--- config.mk ---
export PLATFORM = sky130hd
export DESIGN_NAME = i2c_master_byte_writer_unit_flat
export DESIGN_NICKNAME = d
export VERILOG_FILES = /design/src/rtl/i2cmbw_pkg.sv /design/src/rtl/i2cmbw_ifs.sv /design/src/rtl/i2c_master_byte_writer_unit.sv /design/src/flat_wrapper.sv
export SDC_FILE = /design/constraint.sdc
export NUM_CORES = 1
export LEC_CHECK = 0
export ABC_AREA = 0
export ABC_CLOCK_PERIOD_IN_PS = 11330
export BUFFER_PORTS_ARGS = -buffer_cell sky130_fd_sc_hd__buf_4
export CAP_MARGIN = 20
export CELL_PAD_IN_SITES_DETAIL_PLACEMENT = 1
export CELL_PAD_IN_SITES_GLOBAL_PLACEMENT = 1
export CORE_MARGIN = 4
export CORE_UTILIZATION = 47
export CTS_CLUSTER_SIZE = 40
export DETAILED_ROUTE_END_ITERATION = 10
export MAX_ROUTING_LAYER = met4
export PLACE_DENSITY_LB_ADDON = 0.08
export SYNTH_ARGS = -nofsm -noshare
export SYNTH_HDL_FRONTEND = slang
export SYNTH_SLANG_ARGS = --single-unit
--- constraint.sdc ---
create_clock -name clock -period 11.33 [get_ports clock]
set_input_delay 1.133 -clock clock [delete_from_list [all_inputs] [get_ports clock]]
set_output_delay 1.133 -clock clock [all_outputs]
set_load 0.01 [all_outputs]
--- src/rtl/i2cmbw_pkg.sv ---
// Shared types and constants for the I2C master byte writer.
// No dependencies; the channel interfaces and the top level import it.
package i2cmbw_pkg;

   localparam int          TPU_WIDTH = 16;
   localparam logic [15:0] TPU_RESET = 16'd155;
   localparam logic [2:0]  BIT_MSB   = 3'd7;

   typedef struct packed {
      logic       mode;
      logic [7:0] data_byte;
      logic       start_flag;
      logic       stop_flag;
      logic       sda_in;
   } req_word_type;

   typedef struct packed {
      logic scl_low;
      logic sda_low;
      logic busy_res;
      logic byte_done;
      logic ack_level;
      logic rejected;
   } rsp_word_type;

endpackage

--- src/rtl/i2cmbw_ifs.sv ---
// Valid/ready channel interfaces for the I2C master byte writer.
// Depends on i2cmbw_pkg for the word types.
interface i2cmbw_req_if import i2cmbw_pkg::*; ();
   logic         valid;
   logic         ready;
   req_word_type payload;
   modport source (output valid, output payload, input ready);
   modport sink   (input valid, input payload, output ready);
endinterface

interface i2cmbw_rsp_if import i2cmbw_pkg::*; ();
   logic         valid;
   logic         ready;
   rsp_word_type payload;
   modport source (output valid, output payload, input ready);
   modport sink   (input valid, input payload, output ready);
endinterface

interface i2cmbw_csr_if import i2cmbw_pkg::*; ();
   logic                 valid;
   logic                 ready;
   logic [TPU_WIDTH-1:0] data;
   modport source (output valid, output data, input ready);
   modport sink   (input valid, input data, output ready);
endinterface

--- src/rtl/i2c_master_byte_writer_unit.sv ---
// I2C master byte writer: one result word per request word (tick or command).
// Latency: the result word is presented the cycle after its request is taken.
// Throughput: one request per cycle; the only limit is the result register,
// which is refilled in the cycle it is drained.
// Synchronous active-high reset: bus released, idle, ticks_per_unit = 155.
// Depends on i2cmbw_pkg and the channel interfaces in i2cmbw_ifs.sv.
module i2c_master_byte_writer_unit import i2cmbw_pkg::*; #(
   parameter int TICK_BITS = 16
) (
   input  logic         clock,
   input  logic         reset,
   i2cmbw_req_if.sink   req_bus,
   i2cmbw_rsp_if.source rsp_bus,
   i2cmbw_csr_if.sink   csr_bus
);

   localparam int CMP_W = (TICK_BITS > TPU_WIDTH) ? TICK_BITS : TPU_WIDTH;

   typedef enum logic [3:0] {
      PH_IDLE, PH_START, PH_BIT_LOW, PH_BIT_HIGH, PH_BIT_TAIL, PH_ACK_SETUP,
      PH_ACK_HIGH1, PH_ACK_HIGH2, PH_ACK_TAIL, PH_STOP_LOW, PH_STOP_HIGH
   } phase_type;

   phase_type            phase_ff, phase_in, target;
   logic [2:0]           bit_index_ff, bit_index_in;
   logic [7:0]           shift_ff, shift_in;
   logic [TICK_BITS-1:0] tick_count_ff, tick_count_in, tick_inc;
   logic [1:0]           units_ff, units_in;
   logic                 want_stop_ff, want_stop_in;
   logic                 ack_hold_ff, ack_hold_in;
   logic                 scl_drive_ff, scl_drive_in;
   logic                 sda_drive_ff, sda_drive_in;
   logic [TPU_WIDTH-1:0] tpu_ff, tpu_eff;
   logic [CMP_W-1:0]     cnt_ext, tpu_ext;
   logic                 rsp_valid_ff;
   rsp_word_type         rsp_ff, rsp_in;
   logic                 req_fire, busy, do_enter, done, rej;

   assign req_bus.ready   = !rsp_valid_ff || rsp_bus.ready;
   assign req_fire        = req_bus.valid && req_bus.ready;
   assign rsp_bus.valid   = rsp_valid_ff;
   assign rsp_bus.payload = rsp_ff;
   assign csr_bus.ready   = 1'b1;

   assign busy     = (phase_ff != PH_IDLE);
   assign tick_inc = tick_count_ff + TICK_BITS'(1);
   assign tpu_eff  = (tpu_ff == '0) ? TPU_WIDTH'(1) : tpu_ff;
   assign cnt_ext  = CMP_W'(tick_inc);
   assign tpu_ext  = CMP_W'(tpu_eff);

   always_comb begin
      phase_in      = phase_ff;
      bit_index_in  = bit_index_ff;
      shift_in      = shift_ff;
      tick_count_in = tick_count_ff;
      units_in      = units_ff;
      want_stop_in  = want_stop_ff;
      ack_hold_in   = ack_hold_ff;
      scl_drive_in  = scl_drive_ff;
      sda_drive_in  = sda_drive_ff;
      target        = PH_IDLE;
      do_enter      = 1'b0;
      done          = 1'b0;
      rej           = 1'b0;

      if (req_fire) begin
         if (req_bus.payload.mode) begin
            if (busy) begin
               rej = 1'b1;
            end else begin
               shift_in     = req_bus.payload.data_byte;
               want_stop_in = req_bus.payload.stop_flag;
               bit_index_in = BIT_MSB;
               target       = req_bus.payload.start_flag ? PH_START : PH_BIT_LOW;
               do_enter     = 1'b1;
            end
         end else if (busy) begin
            tick_count_in = tick_inc;
            if (cnt_ext >= tpu_ext) begin
               tick_count_in = '0;
               units_in      = units_ff - 2'd1;
               if (units_in == 2'd0) begin
                  do_enter = 1'b1;
                  case (phase_ff)
                     PH_START:     target = PH_BIT_LOW;
                     PH_BIT_LOW:   target = PH_BIT_HIGH;
                     PH_BIT_HIGH:  target = PH_BIT_TAIL;
                     PH_BIT_TAIL: begin
                        if (bit_index_ff == '0) begin
                           target = PH_ACK_SETUP;
                        end else begin
                           bit_index_in = bit_index_ff - 3'd1;
                           target       = PH_BIT_LOW;
                        end
                     end
                     PH_ACK_SETUP: target = PH_ACK_HIGH1;
                     PH_ACK_HIGH1: begin
                        ack_hold_in = req_bus.payload.sda_in;
                        target      = PH_ACK_HIGH2;
                     end
                     PH_ACK_HIGH2: target = PH_ACK_TAIL;
                     PH_ACK_TAIL: begin
                        if (want_stop_ff) begin
                           target = PH_STOP_LOW;
                        end else begin
                           target = PH_IDLE;
                           done   = 1'b1;
                        end
                     end
                     PH_STOP_LOW:  target = PH_STOP_HIGH;
                     PH_STOP_HIGH: begin
                        sda_drive_in = 1'b0;
                        target       = PH_IDLE;
                        done         = 1'b1;
                     end
                     default:      target = PH_IDLE;
                  endcase
               end
            end
         end
      end

      // enter the new phase: set its line levels and unit count
      if (do_enter) begin
         phase_in      = target;
         tick_count_in = '0;
         case (target)
            PH_START: begin
               sda_drive_in = 1'b1;
               units_in     = 2'd2;
            end
            PH_BIT_LOW: begin
               scl_drive_in = 1'b1;
               sda_drive_in = !shift_in[bit_index_in];
               units_in     = 2'd1;
            end
            PH_BIT_HIGH: begin
               scl_drive_in = 1'b0;
               units_in     = 2'd2;
            end
            PH_BIT_TAIL, PH_ACK_TAIL: begin
               scl_drive_in = 1'b1;
               units_in     = 2'd1;
            end
            PH_ACK_SETUP: begin
               sda_drive_in = 1'b0;
               units_in     = 2'd1;
            end
            PH_ACK_HIGH1, PH_STOP_HIGH: begin
               scl_drive_in = 1'b0;
               units_in     = 2'd1;
            end
            PH_ACK_HIGH2: units_in = 2'd1;
            PH_STOP_LOW: begin
               sda_drive_in = 1'b1;
               units_in     = 2'd2;
            end
            default: begin
               phase_in = PH_IDLE;
               units_in = 2'd0;
            end
         endcase
      end

      rsp_in.scl_low   = scl_drive_in;
      rsp_in.sda_low   = sda_drive_in;
      rsp_in.busy_res  = (phase_in != PH_IDLE);
      rsp_in.byte_done = done;
      rsp_in.ack_level = ack_hold_in;
      rsp_in.rejected  = rej;
   end

   always_ff @(posedge clock) begin
      if (reset) begin
         phase_ff      <= PH_IDLE;
         bit_index_ff  <= BIT_MSB;
         shift_ff      <= '0;
         tick_count_ff <= '0;
         units_ff      <= '0;
         want_stop_ff  <= 1'b0;
         ack_hold_ff   <= 1'b1;
         scl_drive_ff  <= 1'b0;
         sda_drive_ff  <= 1'b0;
         tpu_ff        <= TPU_RESET;
         rsp_valid_ff  <= 1'b0;
      end else begin
         phase_ff      <= phase_in;
         bit_index_ff  <= bit_index_in;
         shift_ff      <= shift_in;
         tick_count_ff <= tick_count_in;
         units_ff      <= units_in;
         want_stop_ff  <= want_stop_in;
         ack_hold_ff   <= ack_hold_in;
         scl_drive_ff  <= scl_drive_in;
         sda_drive_ff  <= sda_drive_in;
         if (csr_bus.valid) begin
            tpu_ff <= csr_bus.data;
         end
         // hold the result word until it is taken
         if (req_fire) begin
            rsp_valid_ff <= 1'b1;
         end else if (rsp_bus.ready) begin
            rsp_valid_ff <= 1'b0;
         end
      end
   end

   always_ff @(posedge clock) begin
      if (req_fire) begin
         rsp_ff <= rsp_in;
      end
   end

   a_done_idle: assert property (@(posedge clock) disable iff (reset)
      rsp_valid_ff && rsp_ff.byte_done |-> !rsp_ff.busy_res)
      else $error("byte_done word reports busy");

   a_reject_busy: assert property (@(posedge clock) disable iff (reset)
      rsp_valid_ff && rsp_ff.rejected |-> rsp_ff.busy_res && !rsp_ff.byte_done)
      else $error("rejected word while not busy");

   a_units_live: assert property (@(posedge clock) disable iff (reset)
      phase_ff != PH_IDLE |-> units_ff != 2'd0)
      else $error("active phase with no units left");

   a_idle_count: assert property (@(posedge clock) disable iff (reset)
      phase_ff == PH_IDLE |-> tick_count_ff == '0)
      else $error("tick counter running while idle");

   a_no_overrun: assert property (@(posedge clock) disable iff (reset)
      rsp_valid_ff && !rsp_bus.ready |-> !req_fire)
      else $error("request taken while result word stalled");

endmodule
--- src/flat_wrapper.sv ---
// flat-port wrapper written by rule: the top's interface ports become plain ports
module i2c_master_byte_writer_unit_flat import i2cmbw_pkg::*;
#(
   parameter int TICK_BITS = 16
)
  (clock, reset, req_bus_valid, req_bus_payload, req_bus_ready, rsp_bus_valid, rsp_bus_payload, rsp_bus_ready, csr_bus_valid, csr_bus_data, csr_bus_ready);
  i2cmbw_req_if req_bus_i ();
  i2cmbw_rsp_if rsp_bus_i ();
  i2cmbw_csr_if csr_bus_i ();
  input  logic clock;
  input  logic reset;
  input wire logic [$bits(req_bus_i.valid)-1:0] req_bus_valid;
  input wire logic [$bits(req_bus_i.payload)-1:0] req_bus_payload;
  output wire logic [$bits(req_bus_i.ready)-1:0] req_bus_ready;
  output wire logic [$bits(rsp_bus_i.valid)-1:0] rsp_bus_valid;
  output wire logic [$bits(rsp_bus_i.payload)-1:0] rsp_bus_payload;
  input wire logic [$bits(rsp_bus_i.ready)-1:0] rsp_bus_ready;
  input wire logic [$bits(csr_bus_i.valid)-1:0] csr_bus_valid;
  input wire logic [$bits(csr_bus_i.data)-1:0] csr_bus_data;
  output wire logic [$bits(csr_bus_i.ready)-1:0] csr_bus_ready;
  assign req_bus_i.valid = req_bus_valid;
  assign req_bus_i.payload = req_bus_payload;
  assign req_bus_ready = req_bus_i.ready;
  assign rsp_bus_valid = rsp_bus_i.valid;
  assign rsp_bus_payload = rsp_bus_i.payload;
  assign rsp_bus_i.ready = rsp_bus_ready;
  assign csr_bus_i.valid = csr_bus_valid;
  assign csr_bus_i.data = csr_bus_data;
  assign csr_bus_ready = csr_bus_i.ready;
  i2c_master_byte_writer_unit #(.TICK_BITS(TICK_BITS)) u_core (.clock(clock), .reset(reset), .req_bus(req_bus_i), .rsp_bus(rsp_bus_i), .csr_bus(csr_bus_i));
endmodule
==> Word level (Yosys, flattened, before mapping) <==
Cells that the tools add are included.
{ "word_totals": {"register_bits": 60, "out_inout_bits": 9, "memories": 0, "mem_bits_rw": 0, "wordCells": 131, "latch_bits": 0, "rom_bits": 0} }
{ "op_classes": {"n_div": 0, "mul": 0, "n_shift": 0, "mux": 60, "n_eq_ne": 21, "bitwise_logic": 4, "order_cmp": 2, "n_reduce_logical": 24, "n_addsub": 3} }
{ "op_table": {"columns": ["operator", "n"], "rows": [
  ["$mux 4", 9],
  ["$pmux 4 s9", 1],
  ["$eq 4x3->1 const B", 8],
  ["$mux 16", 2],
  ["$mux 3", 9],
  ["$mux 1", 25],
  ["$eq 4x4->1 const B", 6],
  ["$mux 8", 3],
  ["$add 16x1->16 const B", 1],
  ["$eq 4x2->1 const B", 4],
  ["$ge 16x16->1", 1],
  ["$logic_not 16->1", 1],
  ["$mux 2", 6],
  ["$reduce_or 10->1", 1],
  ["$reduce_or 3->1", 3],
  ["$eq 4x1->1 const B", 2],
  ["$reduce_bool 2->1", 4],
  ["$reduce_bool 4->1", 2],
  ["$reduce_or 7->1", 1],
  ["$reduce_and 3->1", 2],
  ["$lt 3x4->1 const B", 1],
  ["$not 1->1", 4],
  ["$pmux 1 s2", 2],
  ["$pmux 2 s2", 1],
  ["13 further kinds", 15]
]} }

==> Longest topological paths before layout <==
{ "logic_depth": {"depth_word": 13, "ltp_mapped": 18, "ltp_nobuf": 17} }

==> Worst setup path before layout <==
Ideal clock, no wire load.
{ "synth_timing": {"path_type": "reg-to-reg", "start": "reg u_core.tick_count_ff[0]", "end": "reg u_core.rsp_ff (netlist bit u_core.rsp_bus.payload[4]) (data pin)", "n_path_buf": 1, "t_required_ps": 11063, "path_stages_with_launch": 19, "synth_period_minus_slack_ps": 4257, "t_arrival_ps": 3989, "path_slack_ps": 7073, "path_cell_list": "dfxtp_1 ha_1 and3_1 nand3_1 nor2_1 and3_1 nand3_1 xnor2_1 ha_1 and4_1 nand4_1 or4_1 and3_1 buf_2 nor4_4 nor2_1 mux2i_1 o211ai_1 nand3_1"} }
{ "synth_rtl": {"columns": ["element", "line", "source"], "rows": [
  ["start: declaration", "i2c_master_byte_writer_unit.sv:27", "logic [TICK_BITS-1:0] tick_count_ff, tick_count_in, tick_inc;"],
  ["start signal: assignment", "i2c_master_byte_writer_unit.sv:190", "tick_count_ff <= tick_count_in;"],
  ["end signal: assignment", "i2c_master_byte_writer_unit.sv:210", "rsp_ff <= rsp_in;"],
  ["end: declaration", "i2c_master_byte_writer_unit.sv:36", "rsp_word_type rsp_ff, rsp_in;"]
]} }

==> Worst setup path after layout <==
{ "layout_timing": {"start": "reg u_core.tick_count_ff[0]", "end": "reg u_core.sda_drive_ff"} }
{ "layout_between": {"elab_chain_cells": 11, "word_cells_on_any_way": 28, "classes_between": "add/sub (1); order compare (1); eq/ne (4); mux (20); reduce/logical (2)"} }
{ "layout_lines": {"columns": ["element", "line", "source"], "rows": [
  ["$add 16x1->16 (*)", "i2c_master_byte_writer_unit.sv:46", "assign tick_inc = tick_count_ff + TICK_BITS'(1);"],
  ["$ge 16x16->1 (*)", "i2c_master_byte_writer_unit.sv:79", "if (cnt_ext >= tpu_ext) begin"],
  ["$mux 3", "i2c_master_byte_writer_unit.sv:79", null],
  ["$mux 3", "i2c_master_byte_writer_unit.sv:77", "end else if (busy) begin"],
  ["$mux 3", "i2c_master_byte_writer_unit.sv:67", "if (req_bus.payload.mode) begin"],
  ["$mux 3", "i2c_master_byte_writer_unit.sv:66", "if (req_fire) begin"],
  ["$bmux 1 s3", "i2c_master_byte_writer_unit.sv:134", "sda_drive_in = !shift_in[bit_index_in];"],
  ["$mux 1 (implied by the code)", "i2c_master_byte_writer_unit.sv:134", null],
  ["$logic_not 1->1", "i2c_master_byte_writer_unit.sv:134", null],
  ["$pmux 1 s3", "i2c_master_byte_writer_unit.sv:127", "case (target)"],
  ["$mux 1 (*)", "i2c_master_byte_writer_unit.sv:124", "if (do_enter) begin"],
  ["end signal: assignment", "i2c_master_byte_writer_unit.sv:195", "sda_drive_ff <= sda_drive_in;"],
  ["end: declaration", "i2c_master_byte_writer_unit.sv:32", "logic sda_drive_ff, sda_drive_in;"]
]} }
Mark *: on every way between the ends. The rest lies on a longest branch, timed or not. The select of a mux whose other input is x is not followed.
A chain may end at the register's enable or synchronous reset.

==> flow_summary.toml <==
[grt]
grt_pass1_vias = 3337
grt_pass1_wl_mm = 16.4
grtUsageTotal_pct = 24.4
grt_max_degree = 32
grt_overflow = 0
antenna_found_initial = 0

[run_status]
status = "complete, no violations"

[critical_path]
crit_required_ns = 11.60
r2r_setup_slack_ns = 6.45
reg2reg_to = "u_core.sda_drive_ff"
start_kind = "flip-flop"
crit_path_max_fanout = 11
cp.arrival_ns = 5.15
end_kind = "flip-flop"
r2r_cells = 17
r2r_start = "u_core.tick_count_ff[0]"
path_class = "reg -> reg"

[sta]
final.period_utilization_pct = 43.1
fmax_mhz = 205
finalWorstSetupSlack_ns = 6.45
rsz0062_at_grt = "no"
post-route-min-period_ns = 4.88
maxSlewHeadroom_pct = 46.4
finalHoldViolations = 0
setup_viol = 0
fin_skew_ns = 0.00712
timing.hold.ws_ns = 0.457
worst_slew_pin_slew_ns = 0.801
final.setup.tns_ns = 0
slew_violations = 0

[logic_synthesis]
syn-num-nets = 483
synth_area_leaders = "dfxtp_1 (31%), ha_1 (7.3%), a21oi_1 (6.1%)"
synth_top_area_share_pct = 31.4
syn_area_sq_mm = 0.00344
yosysTopAreaCell = "dfxtp_1"
synth_most_common_cell = "dfxtp_1"
synth_edf_count = 6
synthTopCellsByCount = "dfxtp_1 (54), nand2_1 (52), nor2_1 (45)"
ys_types = 56
synthFlopType = "dfxtp_1"
yosys_warnings = 0
synthArstFlopShare_pct = 0
synth_seq_cells = 60
syn_avg_cell_area_sq_um = 8.01
syn_inst = 430
synth-seq-area-share_pct = 36.6

[power]
clkPwrFrac_pct = 38.7
p_leak_nw = 1.65
power.density_mw_per_mm2 = 116
p_seq_share_pct = 49.5
power.share.switching_pct = 26.9
ir_worst_vdd_v = 0.0000515
internal_power_mw = 0.338
switchingPower_mw = 0.125
comb_power_share_pct = 11.8

[cells_and_area]
diodes = 0
area_growth_pct = 15.3
num-nets-final = 515
final_layout_size_suffix_gt1_share_pct = 13.9

[clock_network]
numCtsBuffers = 9
cts_tree = "yes"
cts_max_level = 3
cts_resized = 0
clkTransAtPathRegs_ns = 0.07
cts_sinks = 60
cts_root_buffer = "clkbuf_8"
clockBufferDepth = 2
holdBufCountCts = 0
postCtsSetupRepairBufs = 0
clock_latency_ns = 0.34

[routing]
drc = 0
wl_per_cell_microns = 17.1
dr.pass1.iters = 4
via_per_inst = 5.76
vias = 3244
ant_nets = 0
drt_iter0_markers = 85
wl_mm = 9.61

[placed_design]
place_worst_setup_slack_ns = 6.52
io_buffers = 40
place_hpwl_mm = 7.11
gp_congestion = 0.873

[die]
io_pins = 42
die_y_microns = 93.6
fp.dieArea_sq_mm = 0.00876
fp-row-count = 30
core_sq_mm = 0.00694
die_x_microns = 93.6
start_util_pct = 49.6

[min_path]
min_path_type = "reg -> reg"
min_from = "u_core.shift_ff[1]"
hold_end = "u_core.shift_ff[1]"
min_path_cells = 2

[run]
maxCapViolCount = 0
registers in the layout, indices dropped and copies added, names as in the netlist, 2 cells and up:
name                    flops
u_core.rsp_bus.payload      6
u_core.shift_ff             8
u_core.phase_ff             4
u_core.tick_count_ff       16
u_core.units_ff             2
u_core.bit_index_ff         3
u_core.tpu_ff              16
worst max path at each step:
stage,start,slack (ns),endpoint
global placement,u_core.tick_count_ff[0],6.75,u_core.rsp_bus.payload[4]
global route,u_core.tick_count_ff[0],5.99,u_core.sda_drive_ff
detailed placement,u_core.tick_count_ff[0],6.52,u_core.rsp_bus.payload[4]
CTS,u_core.tick_count_ff[0],6.47,u_core.sda_drive_ff
floorplan,u_core.tick_count_ff[0],7.07,u_core.rsp_bus.payload[4]
finish,u_core.tick_count_ff[0],6.45,u_core.sda_drive_ff
routing by layer:
layer | GRT usage, % | wire length (microns) | up-vias
met5 | - | 0 | -
met3 | 3.70 | 335 | 19
met4 | 9.03 | 208 | 0
met1 | 28.2 | 4030 | 1588
li1 | - | - | 1576
met2 | 42.6 | 5040 | 61
through the flow:
| stage | total power, mW | cell area (sq um) | cells | util [%] |
|---|---|---|---|---|
| 2_1_floorplan | 0.265 | 3440 | 430 | - |
| 3_3_place_gp | 0.285 | 3790 | 546 | 54.5 |
| 3_5_place_dp | 0.288 | 3790 | 546 | 54.5 |
| 4_1_cts | 0.467 | 3970 | 562 | 57.1 |
| 5_1_grt | 0.487 | 3970 | 563 | 57.2 |
| 6_report | 0.463 | 3970 | 563 | 57.2 |
placed cells by master (no fill, tap or decap), types with 14 or more instances in the layout:
cell      n
inv_1    26
a21oi_1  42
nand2_1  52
nand3_1  17
nor2_1   45
mux2i_1  14
buf_4    41
dfxtp_1  54
o21ai_0  18
ha_1     20
worst max-delay path, cell delays in order, from the launching register on:
cell	delay (ns)
dfxtp_1	0.43
ha_1	0.26
and3_1	0.22
nand3_1	0.20
nor2_1	0.28
and3_1	0.27
nand3_1	0.11
xnor2_1	0.16
ha_1	0.30
and4_1	0.20
nand4_1	0.11
or4_1	0.57
and3_1	0.36
or4_4	0.56
and2_4	0.19
a211oi_2	0.21
o211ai_1	0.16
a31oi_1	0.21
power groups by stage:
stage / clock network [mW] / logic (mW) / registers (mW)
after detailed placement: 0 / 0.0542 / 0.234
final: 0.179 / 0.0546 / 0.229
after global placement: 0 / 0.0518 / 0.233
after floorplan: 0 / 0.0333 / 0.232
after CTS: 0.183 / 0.0549 / 0.229
after global routing: 0.196 / 0.0617 / 0.230
area by class of cell:
type | count | area, sq um
flip-flops and latches | 60 | 1260
well taps | 96 | 120
fillers | 877 | 2970
multi-input cells | 323 | 2000
repair buffers | 42 | 315
clock inverters | 4 | 22.5
inverters | 26 | 97.6
clock buffers | 12 | 156
logic make-up (layout without fill, tap and decap cells):
family | after synthesis | in the layout | share of synthesized area (%)
compound gates | 97 | 97 | 17.4
xor+xnor | 15 | 15 | 3.81
fa+ha+maj | 20 | 20 | 7.26
buf+inv | 47 | 84 | 5.34
flops | 60 | 60 | 36.6
mux | 15 | 15 | 4.40
other cells | 1 | 1 | 0.109
simple gates | 175 | 175 | 25.1
Note: power is estimated with default switching activity, not from simulation.
